===== src/cvs_pkg.sv =====
// Shared types and constants for the capability variant selector.
// Holds the id field layout, score weights, config register indexes and
// the structs passed between the scoring, tracking and top-level modules.
package cvs_pkg;

    localparam int ID_W      = 8;
    localparam int PTS_W     = 17;
    localparam int INDEX_W   = 8;
    localparam int CFG_IDX_W = 8;

    typedef logic [ID_W-1:0]      id_t;
    typedef logic [PTS_W-1:0]     pts_t;
    typedef logic [INDEX_W-1:0]   index_t;
    typedef logic [CFG_IDX_W-1:0] cfg_idx_t;

    // Config register indexes
    localparam cfg_idx_t CFG_ORIG_SENTINEL = 8'd0;
    localparam cfg_idx_t CFG_MD_SENTINEL   = 8'd1;

    // Config register reset values
    localparam id_t ORIG_SENTINEL_RST = 8'd12;
    localparam id_t MD_SENTINEL_RST   = 8'd28;

    // Field codes
    localparam logic [1:0] FMT_ORIGINAL  = 2'd0;
    localparam logic [1:0] FMT_SVG       = 2'd3;
    localparam logic [1:0] VIEW_SENTINEL = 2'd3;
    localparam logic [1:0] ENC_IDENTITY  = 2'd0;

    // Score weights
    localparam pts_t PTS_SVG         = 17'd1200;
    localparam pts_t PTS_FMT_MATCH   = 17'd1000;
    localparam pts_t PTS_FMT_ORIG    = 17'd100;
    localparam pts_t PTS_VIEW        = 17'd80;
    localparam pts_t PTS_DENS        = 17'd40;
    localparam pts_t PTS_SAVE_SVG    = 17'd50;
    localparam pts_t PTS_SAVE        = 17'd20;
    localparam pts_t PTS_ENC         = 17'd60;
    localparam pts_t PTS_ENC_IDENT   = 17'd5;
    localparam pts_t PTS_MAX_ORDINARY = 17'd1430;
    localparam pts_t MARKDOWN_POINTS = 17'd100000;

    // Scoring verdict for one id
    typedef struct packed {
        pts_t points;    // ordinary score, 0 when disqualified
        logic sentinel;  // viewport bits mark a sentinel id
        logic md_hit;    // agent request for the markdown sentinel
    } score_t;

    // Result word contents
    typedef struct packed {
        logic   found;
        index_t index;
        pts_t   points;
    } result_t;

endpackage


===== src/cvs_score.sv =====
// Combinational scorer: rates one variant id against the request mask.
// Depends on cvs_pkg for field codes, weights and the score_t struct.
module cvs_score
    import cvs_pkg::*;
(
    input  id_t    variant_id,
    input  id_t    req_mask,
    input  logic   is_agent,
    input  id_t    orig_sentinel,
    input  id_t    md_sentinel,
    output score_t score
);

    logic svg;
    logic fmt_ok;
    logic enc_ok;
    pts_t fmt_pts;
    pts_t view_pts;
    pts_t dens_pts;
    pts_t save_pts;
    pts_t enc_pts;

    assign svg = (variant_id[1:0] == FMT_SVG);

    // Format: SVG always fits, else exact match, else original-format fallback
    always_comb
    begin
        fmt_ok  = 1'b1;
        fmt_pts = '0;
        if (svg)
        begin
            fmt_pts = PTS_SVG;
        end
        else if (req_mask[1:0] == variant_id[1:0])
        begin
            fmt_pts = PTS_FMT_MATCH;
        end
        else if (variant_id[1:0] == FMT_ORIGINAL)
        begin
            fmt_pts = PTS_FMT_ORIG;
        end
        else
        begin
            fmt_ok = 1'b0;
        end
    end

    // Viewport, density and save-data bonuses
    assign view_pts = (svg || req_mask[3:2] == variant_id[3:2]) ? PTS_VIEW : '0;
    assign dens_pts = (svg || req_mask[4] == variant_id[4]) ? PTS_DENS : '0;

    always_comb
    begin
        if (svg && req_mask[5])
        begin
            save_pts = PTS_SAVE_SVG;
        end
        else if (req_mask[5] == variant_id[5])
        begin
            save_pts = PTS_SAVE;
        end
        else
        begin
            save_pts = '0;
        end
    end

    // Encoding: match, else identity, else disqualified
    always_comb
    begin
        enc_ok  = 1'b1;
        enc_pts = '0;
        if (req_mask[7:6] == variant_id[7:6])
        begin
            enc_pts = PTS_ENC;
        end
        else if (variant_id[7:6] == ENC_IDENTITY)
        begin
            enc_pts = PTS_ENC_IDENT;
        end
        else
        begin
            enc_ok = 1'b0;
        end
    end

    // Sum the terms and classify sentinels
    always_comb
    begin
        score.points   = (fmt_ok && enc_ok)
                       ? (fmt_pts + view_pts + dens_pts + save_pts + enc_pts) : '0;
        score.sentinel = (variant_id[3:2] == VIEW_SENTINEL);
        score.md_hit   = (variant_id != orig_sentinel) && is_agent
                       && (variant_id == md_sentinel);
    end

endmodule


===== src/cvs_track.sv =====
// Running-best tracker and result register for the variant selector.
// Depends on cvs_pkg; takes the score_t verdict from cvs_score.
module cvs_track
    import cvs_pkg::*;
#(
    parameter int MAX_VARIANTS = 256
)
(
    input  logic    clk,
    input  logic    rst_n,
    input  logic    proc,
    input  id_t     item_id,
    input  logic    item_last,
    input  score_t  score,
    input  logic    out_take,
    output logic    out_valid,
    output result_t result
);

    localparam int PW = $clog2(MAX_VARIANTS);
    localparam logic [PW-1:0] POS_LAST = PW'(MAX_VARIANTS - 1);

    pts_t          best_points_reg;
    logic [PW-1:0] best_pos_reg;
    id_t           best_id_reg;
    logic          have_best_reg;
    logic [PW-1:0] pos_cnt_reg;
    logic          out_valid_reg;
    result_t       result_reg;

    pts_t          best_points_next;
    logic [PW-1:0] best_pos_next;
    id_t           best_id_next;
    logic          have_best_next;
    logic [PW-1:0] pos_cnt_next;
    result_t       result_next;
    logic          win;
    logic          tie_win;
    logic [PW+INDEX_W-1:0] pos_ext;

    // Compare this item against the running best
    always_comb
    begin
        best_points_next = best_points_reg;
        best_pos_next    = best_pos_reg;
        best_id_next     = best_id_reg;
        have_best_next   = have_best_reg;
        win              = 1'b0;
        tie_win          = 1'b0;
        if (score.sentinel)
        begin
            if (score.md_hit && (MARKDOWN_POINTS > best_points_reg))
            begin
                best_points_next = MARKDOWN_POINTS;
                best_pos_next    = pos_cnt_reg;
                have_best_next   = 1'b1;
            end
        end
        else
        begin
            win     = score.points > best_points_reg;
            tie_win = have_best_reg && (score.points == best_points_reg)
                    && ((item_id[1:0] > best_id_reg[1:0])
                        || ((item_id[1:0] == best_id_reg[1:0]) && (item_id > best_id_reg)));
            if (win || tie_win)
            begin
                best_points_next = score.points;
                best_pos_next    = pos_cnt_reg;
                best_id_next     = item_id;
                have_best_next   = 1'b1;
            end
        end
    end

    // Advance the list position, wrapping at the list depth
    assign pos_cnt_next = (pos_cnt_reg == POS_LAST) ? '0 : pos_cnt_reg + 1'b1;

    // Build the result word from the updated best
    assign pos_ext = {{INDEX_W{1'b0}}, best_pos_next};

    always_comb
    begin
        result_next.found  = have_best_next;
        result_next.index  = have_best_next ? pos_ext[INDEX_W-1:0] : '0;
        result_next.points = have_best_next ? best_points_next : '0;
    end

    // Hold the running best; clear it after the last item of a list
    always_ff @(posedge clk or negedge rst_n)
    begin
        if (!rst_n)
        begin
            best_points_reg <= '0;
            best_pos_reg    <= '0;
            best_id_reg     <= '0;
            have_best_reg   <= 1'b0;
            pos_cnt_reg     <= '0;
            out_valid_reg   <= 1'b0;
        end
        else
        begin
            if (proc)
            begin
                if (item_last)
                begin
                    best_points_reg <= '0;
                    best_pos_reg    <= '0;
                    best_id_reg     <= '0;
                    have_best_reg   <= 1'b0;
                    pos_cnt_reg     <= '0;
                end
                else
                begin
                    best_points_reg <= best_points_next;
                    best_pos_reg    <= best_pos_next;
                    best_id_reg     <= best_id_next;
                    have_best_reg   <= have_best_next;
                    pos_cnt_reg     <= pos_cnt_next;
                end
            end
            if (proc && item_last)
            begin
                out_valid_reg <= 1'b1;
            end
            else if (out_take)
            begin
                out_valid_reg <= 1'b0;
            end
        end
    end

    // Load the result word on the last item
    always_ff @(posedge clk)
    begin
        if (proc && item_last)
        begin
            result_reg <= result_next;
        end
    end

    assign out_valid = out_valid_reg;
    assign result    = result_reg;

`ifndef SYNTHESIS
    a_best_nonzero: assert property (@(posedge clk) disable iff (!rst_n)
        have_best_reg |-> (best_points_reg != '0))
        else $error("running best held with zero score");

    a_idle_best_clear: assert property (@(posedge clk) disable iff (!rst_n)
        !have_best_reg |-> (best_points_reg == '0 && best_pos_reg == '0))
        else $error("stale best without a selection");

    a_last_clears: assert property (@(posedge clk) disable iff (!rst_n)
        (proc && item_last) |=> (pos_cnt_reg == '0 && !have_best_reg && out_valid_reg))
        else $error("list state not cleared after last word");

    a_score_range: assert property (@(posedge clk) disable iff (!rst_n)
        (best_points_reg == MARKDOWN_POINTS) || (best_points_reg <= PTS_MAX_ORDINARY))
        else $error("best score out of range");
`endif

endmodule


===== src/capability_variant_selector.sv =====
// Top level of the capability variant selector: input register, config
// registers and stream handshakes. Depends on cvs_pkg, cvs_score, cvs_track.
//
// Channel   Dir  Handshake            Payload
// s_*       in   s_tvalid/s_tready    tdata: variant_id, req_mask; tuser: is_agent;
//                                     tlast: is_last
// m_*       out  m_tvalid/m_tready    tdata: best_index, best_points; tuser: found
// cfg_*     in   cfg_valid/cfg_ready  cfg_index: register index; cfg_data: value
//
// One word per cycle in unless a last word stalls; each word waits in the input
// register and is scored and folded into the running best as it leaves it.
// A result is loaded into the result register as its last word leaves the input register.
// Only a last word waits on a full result register; other words pass it.
// rst_n clears control state asynchronously and restores the sentinel ids.
module capability_variant_selector
    import cvs_pkg::*;
#(
    parameter int MAX_VARIANTS = 256
)
(
    input  logic        clk,
    input  logic        rst_n,
    input  logic        s_tvalid,
    output logic        s_tready,
    input  logic [15:0] s_tdata,   // [7:0] variant_id, [15:8] req_mask
    input  logic        s_tuser,   // [0] is_agent
    input  logic        s_tlast,
    output logic        m_tvalid,
    input  logic        m_tready,
    output logic [31:0] m_tdata,   // [7:0] best_index, [24:8] best_points, [31:25] zero
    output logic        m_tuser,   // [0] found
    input  logic        cfg_valid,
    output logic        cfg_ready,
    input  cfg_idx_t    cfg_index,
    input  id_t         cfg_data
);

    id_t     orig_sentinel_reg;
    id_t     md_sentinel_reg;
    logic    in_valid_reg;
    id_t     in_id_reg;
    id_t     in_mask_reg;
    logic    in_agent_reg;
    logic    in_last_reg;
    logic    accept;
    logic    proc;
    logic    out_free;
    logic    out_valid;
    score_t  score;
    result_t result;

    // Config writes are always taken
    assign cfg_ready = 1'b1;

    always_ff @(posedge clk or negedge rst_n)
    begin
        if (!rst_n)
        begin
            orig_sentinel_reg <= ORIG_SENTINEL_RST;
            md_sentinel_reg   <= MD_SENTINEL_RST;
        end
        else if (cfg_valid && cfg_ready)
        begin
            unique case (cfg_index)
                CFG_ORIG_SENTINEL: orig_sentinel_reg <= cfg_data;
                CFG_MD_SENTINEL:   md_sentinel_reg   <= cfg_data;
                default:           ;
            endcase
        end
    end

    // Handshake: a last word needs room in the result register
    assign out_free = !out_valid || m_tready;
    assign proc     = in_valid_reg && (!in_last_reg || out_free);
    assign s_tready = !in_valid_reg || proc;
    assign accept   = s_tvalid && s_tready;

    always_ff @(posedge clk or negedge rst_n)
    begin
        if (!rst_n)
        begin
            in_valid_reg <= 1'b0;
        end
        else if (accept)
        begin
            in_valid_reg <= 1'b1;
        end
        else if (proc)
        begin
            in_valid_reg <= 1'b0;
        end
    end

    // Capture the input word
    always_ff @(posedge clk)
    begin
        if (accept)
        begin
            in_id_reg    <= s_tdata[7:0];
            in_mask_reg  <= s_tdata[15:8];
            in_agent_reg <= s_tuser;
            in_last_reg  <= s_tlast;
        end
    end

    cvs_score u_score (
        .variant_id    (in_id_reg),
        .req_mask      (in_mask_reg),
        .is_agent      (in_agent_reg),
        .orig_sentinel (orig_sentinel_reg),
        .md_sentinel   (md_sentinel_reg),
        .score         (score)
    );

    cvs_track #(
        .MAX_VARIANTS (MAX_VARIANTS)
    ) u_track (
        .clk       (clk),
        .rst_n     (rst_n),
        .proc      (proc),
        .item_id   (in_id_reg),
        .item_last (in_last_reg),
        .score     (score),
        .out_take  (m_tready),
        .out_valid (out_valid),
        .result    (result)
    );

    // Pack the result word
    assign m_tvalid = out_valid;
    assign m_tuser  = result.found;
    assign m_tdata  = {7'd0, result.points, result.index};

endmodule

===== config.mk =====
export PLATFORM = sky130hd
export DESIGN_NAME = capability_variant_selector
export DESIGN_NICKNAME = d
export VERILOG_FILES = /design/src/cvs_pkg.sv /design/src/cvs_score.sv /design/src/cvs_track.sv /design/src/capability_variant_selector.sv
export SDC_FILE = /design/constraint.sdc
export NUM_CORES = 1
export LEC_CHECK = 0
export BUFFER_PORTS_ARGS = -buffer_cell sky130_fd_sc_hd__buf_2
export CORE_UTILIZATION = 53
export DETAILED_ROUTE_END_ITERATION = 10
export GPL_TIMING_DRIVEN = 1
export PLACE_DENSITY = 0.8
export RECOVER_POWER = 25
export SYNTH_ARGS = -nofsm -noshare
export SYNTH_HDL_FRONTEND = slang
export SYNTH_HIERARCHICAL = 1
export SYNTH_SLANG_ARGS = --single-unit
export TNS_END_PERCENT = 5

===== constraint.sdc =====
create_clock -name clk -period 5 [get_ports clk]
set_input_delay 0.75 -clock clk [delete_from_list [all_inputs] [get_ports clk]]
set_output_delay 0.75 -clock clk [all_outputs]
set_load 0.005 [all_outputs]

# Word level (Yosys, flattened, before mapping)
# Cells that the tools add are included.
# totals
reg_bits,104
inputBits,39
word_cells,105
# op_classes
add_sub_neg,5
magnitude_cmp,4
eq_ne,14
n_mux,36
reduce_logical,30
# op_table
cell,count
17-bit two-way mux,9
8-bit two-way mux,9
17-bit adder,4
17-bit equality test,1
17-bit greater-than comparator,1
17-bit greater-than comparator (first input constant),1
7-bit two-way mux,2
1-bit two-way mux,13
1-bit logical AND,11
8-bit by 1-bit adder with 8-bit output (second input constant),1
2-bit equality test,4
8-bit by 1-bit equality test with 1-bit output (second input constant),1
8-bit equality test,1
8-bit equality test (second input constant),1
8-bit greater-than comparator,1
8-bit zero test,1
8-bit inequality test,1
1-bit logical OR,7
6-bit two-way mux,1
2-bit nonzero test,3
5-bit two-way mux,1
2-bit equality test (second input constant),2
2-bit zero test,2
2-bit AND reduction,2
6 further kinds,9

# Logic depth before layout (Yosys ltp)
# Gate-level depths: netlist of run 1.
# depth
word_depth,16
ltp_mapped,25
depth_no_buf,22

# Hierarchy
# Netlist of run 1, hierarchy kept.
# modules_own_cells
mod,n_inst,cells_per_inst,area_per_inst_um2,seq_area_each_um2
cvs_track,1,327,3624.7,1856.8
capability_variant_selector,1,71,1357.6,972.2
cvs_score,1,133,1007.2,0.0

# Worst setup path before layout of run 1
# No wires, ideal clock.
# synth_timing
path_type,register to register
from,register in_id_reg[1]
to,register u_track.result_reg (netlist bit u_track/result[23]) (data pin)
t_arrival_ns,4.937
setup_slack_ns,-0.203
path_stages_with_launch,22
n_path_buf,3
synth_period_minus_slack_ns,5.203
path_cell_list,edfxtp_1 -> buf_6 -> nor2b_1 -> a22oi_4 -> fa_1 -> inv_1 -> fa_1 -> inv_1 -> fa_1 -> a21o_1 -> a21o_1 -> a31oi_1 -> mux2i_1 -> ha_1 -> and3_1 -> a221oi_1 -> a2bb2oi_1 -> a211oi_4 -> buf_4 -> buf_2 -> o21ai_0 -> o21ai_0
# synth_rtl
item,line_no,text
start: declaration,capability_variant_selector.sv:41,id_t in_id_reg;
start signal: assignment,capability_variant_selector.sv:99,in_id_reg <= s_tdata[7:0];
end signal: assignment,cvs_track.sv:137,result_reg <= result_next;
end: declaration,cvs_track.sv:29,result_t result_reg;

==> results of run 1 <==
## per-stage QoR
| stage | cells | setup slack (ns) | hold slack (ns) | cell area (µm²) | setup TNS [ns] |
|---|---|---|---|---|---|
| 2_1_floorplan | 542 | -0.001600 | 0.4544 | 6055 | -0.001600 |
| 3_3_place_gp | 757 | -0.1654 | 0.4846 | 6659 | -5.187 |
| 3_5_place_dp | 757 | -0.3714 | 0.4896 | 6659 | -15.44 |
| 4_1_cts | 781 | -0.1267 | 0.5101 | 7082 | -4.899 |
| 5_1_grt | 787 | -0.4191 | 0.5187 | 7247 | -19.23 |
| 6_report | 787 | -0.2683 | 0.5127 | 7247 | -10.03 |
## cell usage after synthesis (9+ instances only)
cell,number
nand2_1,39
a21o_1,11
dfrtp_1,55
edfxtp_1,44
a21oi_1,10
inv_1,52
xnor2_1,12
o21ai_0,33
xor2_1,11
a22o_1,37
buf_4,15
ha_1,37
clkbuf_1,9
nor2_1,21
## routing by layer
| layer | up-vias | GRT usage [%] |
|---|---|---|
| li1 | 2122 | - |
| met1 | 2136 | 28.52 |
| met2 | 159 | 38.03 |
| met3 | 26 | 4.280 |
| met4 | 0 | 8.880 |
| met5 | - | 0 |
## kinds of logic after synthesis
group | share of synthesized area [%]
XOR/XNOR | 3.363
buffers and inverters | 7.040
multiplexers | 4.032
AND/OR/NAND/NOR | 10.47
flip-flops | 47.23
AO/OA/AOI/OAI | 18.28
other | 0.1880
adder cells (fa/ha/maj) | 9.400
## report_power, final
part	leakage, µW	internal, µW	switching (µW)	total [µW]
clock	0.000145	354	349	703
combinational	0.00193	470	494	965
sequential	0.00122	1020	104	1120
## worst max-delay path: stages, from the launching register on
cell and delay, ns:
edfxtp_1 0.49, buf_4 0.20, nor2b_4 0.12, a22oi_4 0.09, fa_1 0.53, inv_1 0.05
fa_1 0.49, inv_2 0.05, fa_2 0.34, a21o_1 0.18, a21o_1 0.21, a31oi_2 0.19
mux2i_1 0.30, ha_1 0.30, a21o_1 0.20, a221oi_2 0.28, a2bb2oi_2 0.21, a211oi_4 0.12
nor3b_2 0.39, clkbuf_16 0.23, a22o_1 0.15
## cell type report
type                            count  area (µm²)  share of cell area (%)
Tap cell                          140       175.2                   2.417
Sequential cell                   104        2829                   39.04
Multi-Input combinational cell    352        2955                   40.78
Timing Repair Buffer              122       790.8                   10.91
Inverter                           53       198.9                   2.745
Clock buffer                        9       225.2                   3.108
Clock inverter                      7       72.57                   1.001
## worst min-delay path by stage
stage                     slack, ns              startpoint  cells after the start                      to
after detailed placement       0.49  u_track/best_id_reg[4]                      1  u_track/best_id_reg[4]
after floorplan                0.45                   rst_n                      0            in_valid_reg
after global routing           0.52  u_track/best_id_reg[4]                      1  u_track/best_id_reg[4]
after CTS                      0.51  u_track/best_id_reg[4]                      1  u_track/best_id_reg[4]
final                          0.51  u_track/best_id_reg[4]                      1  u_track/best_id_reg[4]
after global placement         0.48  u_track/best_id_reg[7]                      1  u_track/best_id_reg[7]
## repair_timing
item,CTS,global route
setup buffers,8,5
hold endpoints to repair,0,0
cloned,0,1
endpoints found under the setup margin,60,60
gates resized for setup,28,28
pin swaps,29,20
==> qor.csv, run 1 <==
stage,metric,value,unit
logic_synthesis,"top cells by area, synth","dfrtp_1 23%, edfxtp_1 22%, ha_1 7.7%, a22o_1 5.4%, inv_1 3.3%",
clocking,# clock sinks,104,
timing,final setup violating endpoints,60,
flow_run,max-cap violations,1,
clocking,H-tree depth,3,
critical_path,Critical Path End,u_track/result[6],
cells_and_area,Layout area overhead,20.99,%
cells_and_area,Final nets,723,
floorplanning,Starting Density,54.77,%
logic_synthesis,Synth cell types,75,
run_status,status,"complete, but fails checks",
logic_synthesis,Yosys warning count,6,
timing,worst slew pin tran,3.322,ns
cells_and_area,# diodes,0,
cells_and_area,Util after Layout,66.27,%
timing,Hold Fails Final Rpt,0,
global_routing,first-pass GRT wire length,20200,µm
timing,Setup Skew,0.01133,ns
floorplanning,Die X,108.3,µm
timing,fmax,189.8,MHz
timing,Tmin final,5.268,ns
logic_synthesis,sequential fraction of the synthesis area,47.23,%
cells_and_area,fillers,806,
global_routing,total gr overflow,0,
critical_path,WS Path Type,reg -> reg,
clocking,Root Driver,clkbuf_16,
global_routing,number of global-route vias before repair,4363,
critical_path,CP Max Fanout,7,
drt,Met1 Wirelength,5514,µm
clocking,CTS tree,built,
placed_design,Port Buffer Count,66,
pwr,maximum vdd drop,0.2857,mV
pwr,leak pwr,0.003293,µW
floorplanning,die area,0.01173,mm²
floorplanning,core footprint,0.01094,mm²
cells_and_area,most frequent cells in the layout,"66 x buf_2, 55 x dfrtp_1, 50 x inv_1, 47 x buf_4, 44 x edfxtp_1",
drt,total length of routed wires,12780,µm
logic_synthesis,post-synth top area share,22.98,%
drt,Routed wire per std cell,16.23,µm
pwr,pwr/cell area,384.6,mW/mm²
logic_synthesis,Synth Register Bits,104,
floorplanning,I/O pin total,75,
clocking,Clock Path Buffers,2,
drt,max layer used,met4,
global_routing,largest net degree at the start of global routing,61,
timing,slew margin rel.,-121.5,%
logic_synthesis,cell count after synthesis,531,
logic_synthesis,Synth Flop Type,dfrtp_1,
worst_hold_path,HP Class,reg -> reg,
drt,drt via density,5.645,
cells_and_area,share of layout cells above drive strength 1,32.15,%
drt,Routed Antenna Nets,0,
run_status,failing checks,"capacitance limit, slew limit, setup timing",
clocking,CTS clock-pin slew for the worst setup and hold paths,0.08,ns
global_routing,Overall Global Routing Usage,22.51,%
critical_path,reg2reg start,in_id_reg[1],
critical_path,Critical Path Source Type,register,
timing,Final Max Slew Viols,61,
clocking,Post-CTS Hold Buffers,0,
timing,unrepaired setup endpoints after global routing,true,
logic_synthesis,Post-synth ARST share,57.69,%
critical_path,CP Launch Point,in_id_reg[1],
cells_and_area,max reg flops,26,
placed_design,DP HPWL,9169,µm
timing,Tcrit/Tclk final,105.4,%
pwr,total power,2787,µW
logic_synthesis,"EDFF count, synth",44,
drt,1st-pass router iterations,5,
drt,WL met3,672,µm
critical_path,crit end category,register,
logic_synthesis,"area leader, netlist",dfrtp_1,
floorplanning,FP Rows,38,
cells_and_area,"commonest non-fill, non-tap cell in the layout",buf_2,
critical_path,worst r2r dst,u_track/result[6],
timing,setup ws final,-0.2683,ns
critical_path,Worst Path Required,5.21,ns
critical_path,flop-to-flop setup slack,-0.27,ns
drt,metal2 WL,6232,µm
critical_path,Critical Path AT,5.48,ns
drt,routed via count,4443,
placed_design,gp weighted congestion,0.8328,
logic_synthesis,Post-Syn Area per Cell,11.28,µm²
floorplanning,Die Ht,108.3,µm
drt,DR iter-0 viols,186,
drt,DRC,0,
global_routing,initial antenna violation count,0,
clocking,Num CTS Buffers,9,
clocking,"Clk Latency, worst-skew pair",0.36,ns
critical_path,Reg2Reg Depth,20,
logic_synthesis,Post-Syn Area,0.005989,mm²
Power figures use the tool's default switching activity.
==> run 2, diff against run 1 <==
--- a/config.mk
+++ b/config.mk
@@ -5,10 +5,11 @@
 export SDC_FILE = /design/constraint.sdc
 export NUM_CORES = 1
 export LEC_CHECK = 0
+export ABC_CLOCK_PERIOD_IN_PS = 5000
 export BUFFER_PORTS_ARGS = -buffer_cell sky130_fd_sc_hd__buf_2
+export CORE_ASPECT_RATIO = 1.25
 export CORE_UTILIZATION = 53
 export DETAILED_ROUTE_END_ITERATION = 10
-export GPL_TIMING_DRIVEN = 1
 export PLACE_DENSITY = 0.8
 export RECOVER_POWER = 25
 export SYNTH_ARGS = -nofsm -noshare
==> run 2 against run 1 <==
  * The run still ends with capacitance limit, slew limit, setup timing left
  * Non-clock buffer count is 8 lower
  * Global-route usage is 0.88 points lower
  * Clock skew is 0.0020 ns higher
  * Routed wire length is 1.8% lower
  * Combinational power is 6.2% lower
  * First-iteration DRC count is 15% higher
  * Final area is 1.8% lower
  * Sequential power hardly changed
  * Via count is 0.83% lower
  * Register-to-register slack hardly changed
  * Critical endpoint is now u_track/result[25]
==> qor.csv, run 2 (synthesized netlist as in run 1, its figures left out) <==
stage,metric,value,unit,change
run_status,status,"complete, but fails checks",,
run_status,failing checks,"capacitance limit, slew limit, setup timing",,
cells_and_area,register area,0.002829,mm²,unchanged
timing,slew margin rel.,-114.5,%,+7.0 points
timing,final setup violating endpoints,58,,-3.3%
placed_design,gp weighted congestion,0.9030,,+8.4%
drt,1st-pass router iterations,4,,-1
global_routing,met1 Usage GRT,25.85,%,-2.7 points
critical_path,biggest cell delay along the critical path,0.48,ns,-0.05 ns
timing,Tmin final,5.260,ns,-0.008140 ns
global_routing,total gr overflow,0,,unchanged
drt,Routed wire per std cell,16.20,µm,-0.17%
placed_design,Port Buffer Count,66,,unchanged
cells_and_area,Final nets,715,,-1.1%
pwr,leak pwr,0.003247,µW,-1.4%
floorplanning,core footprint,0.01103,mm²,+0.86%
drt,routed via count,4406,,-0.83%
clocking,H-tree depth,3,,unchanged
floorplanning,Starting Density,54.31,%,-0.47 points
global_routing,met2 Use GR,37.24,%,-0.80 points
global_routing,global route hottest layer,met2,,
timing,setup ws final,-0.2602,ns,+0.008140 ns
clocking,Root Driver,clkbuf_16,,
critical_path,Worst Path Buf+Inv,5,,+1
global_routing,Overall Global Routing Usage,21.62,%,-0.88 points
floorplanning,FP Rows,43,,+13%
clocking,# clock sinks,104,,unchanged
placed_design,post-place setup slack,-0.3799,ns,-0.008502 ns
pwr,maximum vdd drop,0.2143,mV,-25%
drt,total length of routed wires,12540,µm,-1.8%
critical_path,"delay-heaviest family, CP",compound AO/OA/AOI/OAI gates,,
clocking,"Clk Latency, worst-skew pair",0.36,ns,about the same
clocking,Post-CTS Hold Buffers,0,,unchanged
timing,Hold Fails Final Rpt,0,,unchanged
timing,Tcrit/Tclk final,105.2,%,-0.16 points
floorplanning,I/O pin total,75,,unchanged
critical_path,Critical Path AT,5.36,ns,-0.12 ns
critical_path,CP cell instances,buf_4 -> a21oi_1 -> o22a_1 -> a21o_1 -> ha_1 -> a21oi_2 -> fa_1 -> inv_1 -> ha_1 -> fa_2 -> a21o_1 -> a21o_1 -> a31oi_1 -> mux2i_1 -> ha_1 -> a21o_1 -> a221oi_2 -> a2bb2oi_2 -> a211oi_4 -> buf_6 -> buf_6 -> buf_4 -> or3_1,,
cells_and_area,"commonest non-fill, non-tap cell in the layout",buf_2,,
cells_and_area,"non-filler cells, final",774,,-1.7%
clocking,Clock Path Buffers,2,,unchanged
critical_path,Critical Path Source Type,register,,
placed_design,DP HPWL,9037,µm,-1.4%
critical_path,crit end category,register,,
cells_and_area,# diodes,0,,unchanged
clocking,Num CTS Buffers,9,,unchanged
drt,DR iter-0 viols,213,,+15%
timing,Final Max Slew Viols,61,,unchanged
floorplanning,die area,0.01173,mm²,about the same
timing,fmax,190.1,MHz,+0.15%
critical_path,WS Path Type,reg -> reg,,
global_routing,met3 Use GR,5.012,%,+0.73 points
global_routing,largest net degree at the start of global routing,61,,unchanged
cells_and_area,max reg flops,26,,unchanged
critical_path,Worst Path Required,5.10,ns,-0.11 ns
global_routing,number of global-route vias before repair,4191,,-3.9%
global_routing,first-pass GRT wire length,20050,µm,-0.75%
floorplanning,Die X,97.08,µm,-10%
drt,DRC,0,,unchanged
critical_path,slowest CP cell,fa_1,,
placed_design,Post-Place Cells,746,,-1.5%
cells_and_area,most frequent cells in the layout,"65 x buf_2, 55 x dfrtp_1, 50 x inv_1, 44 x edfxtp_1",,
drt,Routed Antenna Nets,0,,unchanged
worst_hold_path,HP Class,reg -> reg,,
drt,drt via density,5.693,,+0.83%
clocking,CTS clock-pin slew for the worst setup and hold paths,0.07,ns,about the same
floorplanning,Die Ht,120.9,µm,+12%
cells_and_area,share of layout cells above drive strength 1,29.89,%,-2.3 points
critical_path,CP Max Fanout,7,,unchanged
flow_run,max-cap violations,1,,unchanged
timing,worst slew pin tran,3.217,ns,-0.1044 ns
pwr,pwr/cell area,379.6,mW/mm²,-1.3%
timing,unrepaired setup endpoints after global routing,true,,
cells_and_area,Layout area overhead,18.82,%,
global_routing,initial antenna violation count,0,,unchanged
timing,Setup Skew,0.01329,ns,+0.001966 ns
cells_and_area,fillers,824,,+2.2%
cells_and_area,multi-input combinational cell area,0.002908,mm²,-1.6%
critical_path,CP dominant cell by count,a21o_1,,
clocking,CTS tree,built,,
[run 2: cell count changes in the layout (fill, tap and decap cells not counted), sizes merged]
| cell | delta |
|---|---|
| clkbuf | +4 |
| inv | -2 |
| clkinvlp | -1 |
| buf | -8 |
| clkinv | -1 |
[run 2: routing by layer]
metal  up-vias  routed length [µm]
li1       2106                   -
met4         0                 337
met3        25                 556
met5         -                   0
met2       127                6525
met1      2148                5123
[run 2: path summary, 6_finish.rpt]
path                                             start                endpoint  slack (ns)  depth (start not counted)
min in group asynchronous                        rst_n  u_track/pos_cnt_reg[4]        1.56                          2
worst max register to register            in_id_reg[0]      u_track/result[25]       -0.26                         23
max in group asynchronous                        rst_n  u_track/best_id_reg[1]        1.62                          2
worst min register to register  u_track/best_id_reg[3]  u_track/best_id_reg[3]        0.50                          1
worst min-delay path            u_track/best_id_reg[3]  u_track/best_id_reg[3]        0.50                          1
worst max-delay path                      in_id_reg[0]      u_track/result[25]       -0.26                         23
[run 2: power breakdown]
group          switching, µW  internal, µW  total, µW  leakage (µW)
clock network            306           368        674      0.000141
registers                106          1020       1120       0.00122
logic                    469           435        905       0.00189
total                    882          1820       2700       0.00325
[run 2: cell type report]
type | instances | area share (%)
multi-input cells | 352 | 40.86
flip-flops and latches | 104 | 39.75
repair buffers | 114 | 10.23
clock buffers | 13 | 3.657
inverters | 53 | 2.795
well taps | 135 | 2.373
clock inverters | 3 | 0.3340
[run 2: timing repair]
| item | 4_1_cts | 5_1_grt |
|---|---|---|
| pin swaps | 10 | 26 |
| setup buffers | 4 | 10 |
| endpoints found under the setup margin | 59 | 60 |
| gates resized for setup | 13 | 29 |
| gates cloned | 0 | 0 |
[run 2: worst register-to-register path, delay by kind of cell, from the launching register on]
kind | cells | cell delay (ns)
buffers and inverters | 5 | 0.65
adder cells (fa/ha/maj) | 5 | 1.51
AO/OA/AOI/OAI | 11 | 1.80
flip-flops | 1 | 0.47
multiplexers | 1 | 0.29
AND/OR/NAND/NOR | 1 | 0.33
[run 2: through the flow]
stage                     hold WS [ns]  instance area (µm²)   TNS (ns)  total power, µW  util, %
after CTS                       0.5056                 6940     -4.876             2629    62.93
after detailed placement        0.4847                 6595     -17.14             1923    59.80
final                           0.5010                 7117     -8.424             2701    64.53
after global placement          0.4808                 6595     -6.773             1881    59.80
after floorplan                 0.4544                 6055  -0.001600             1688        -
after global routing            0.5141                 7117     -22.44             2849    64.53
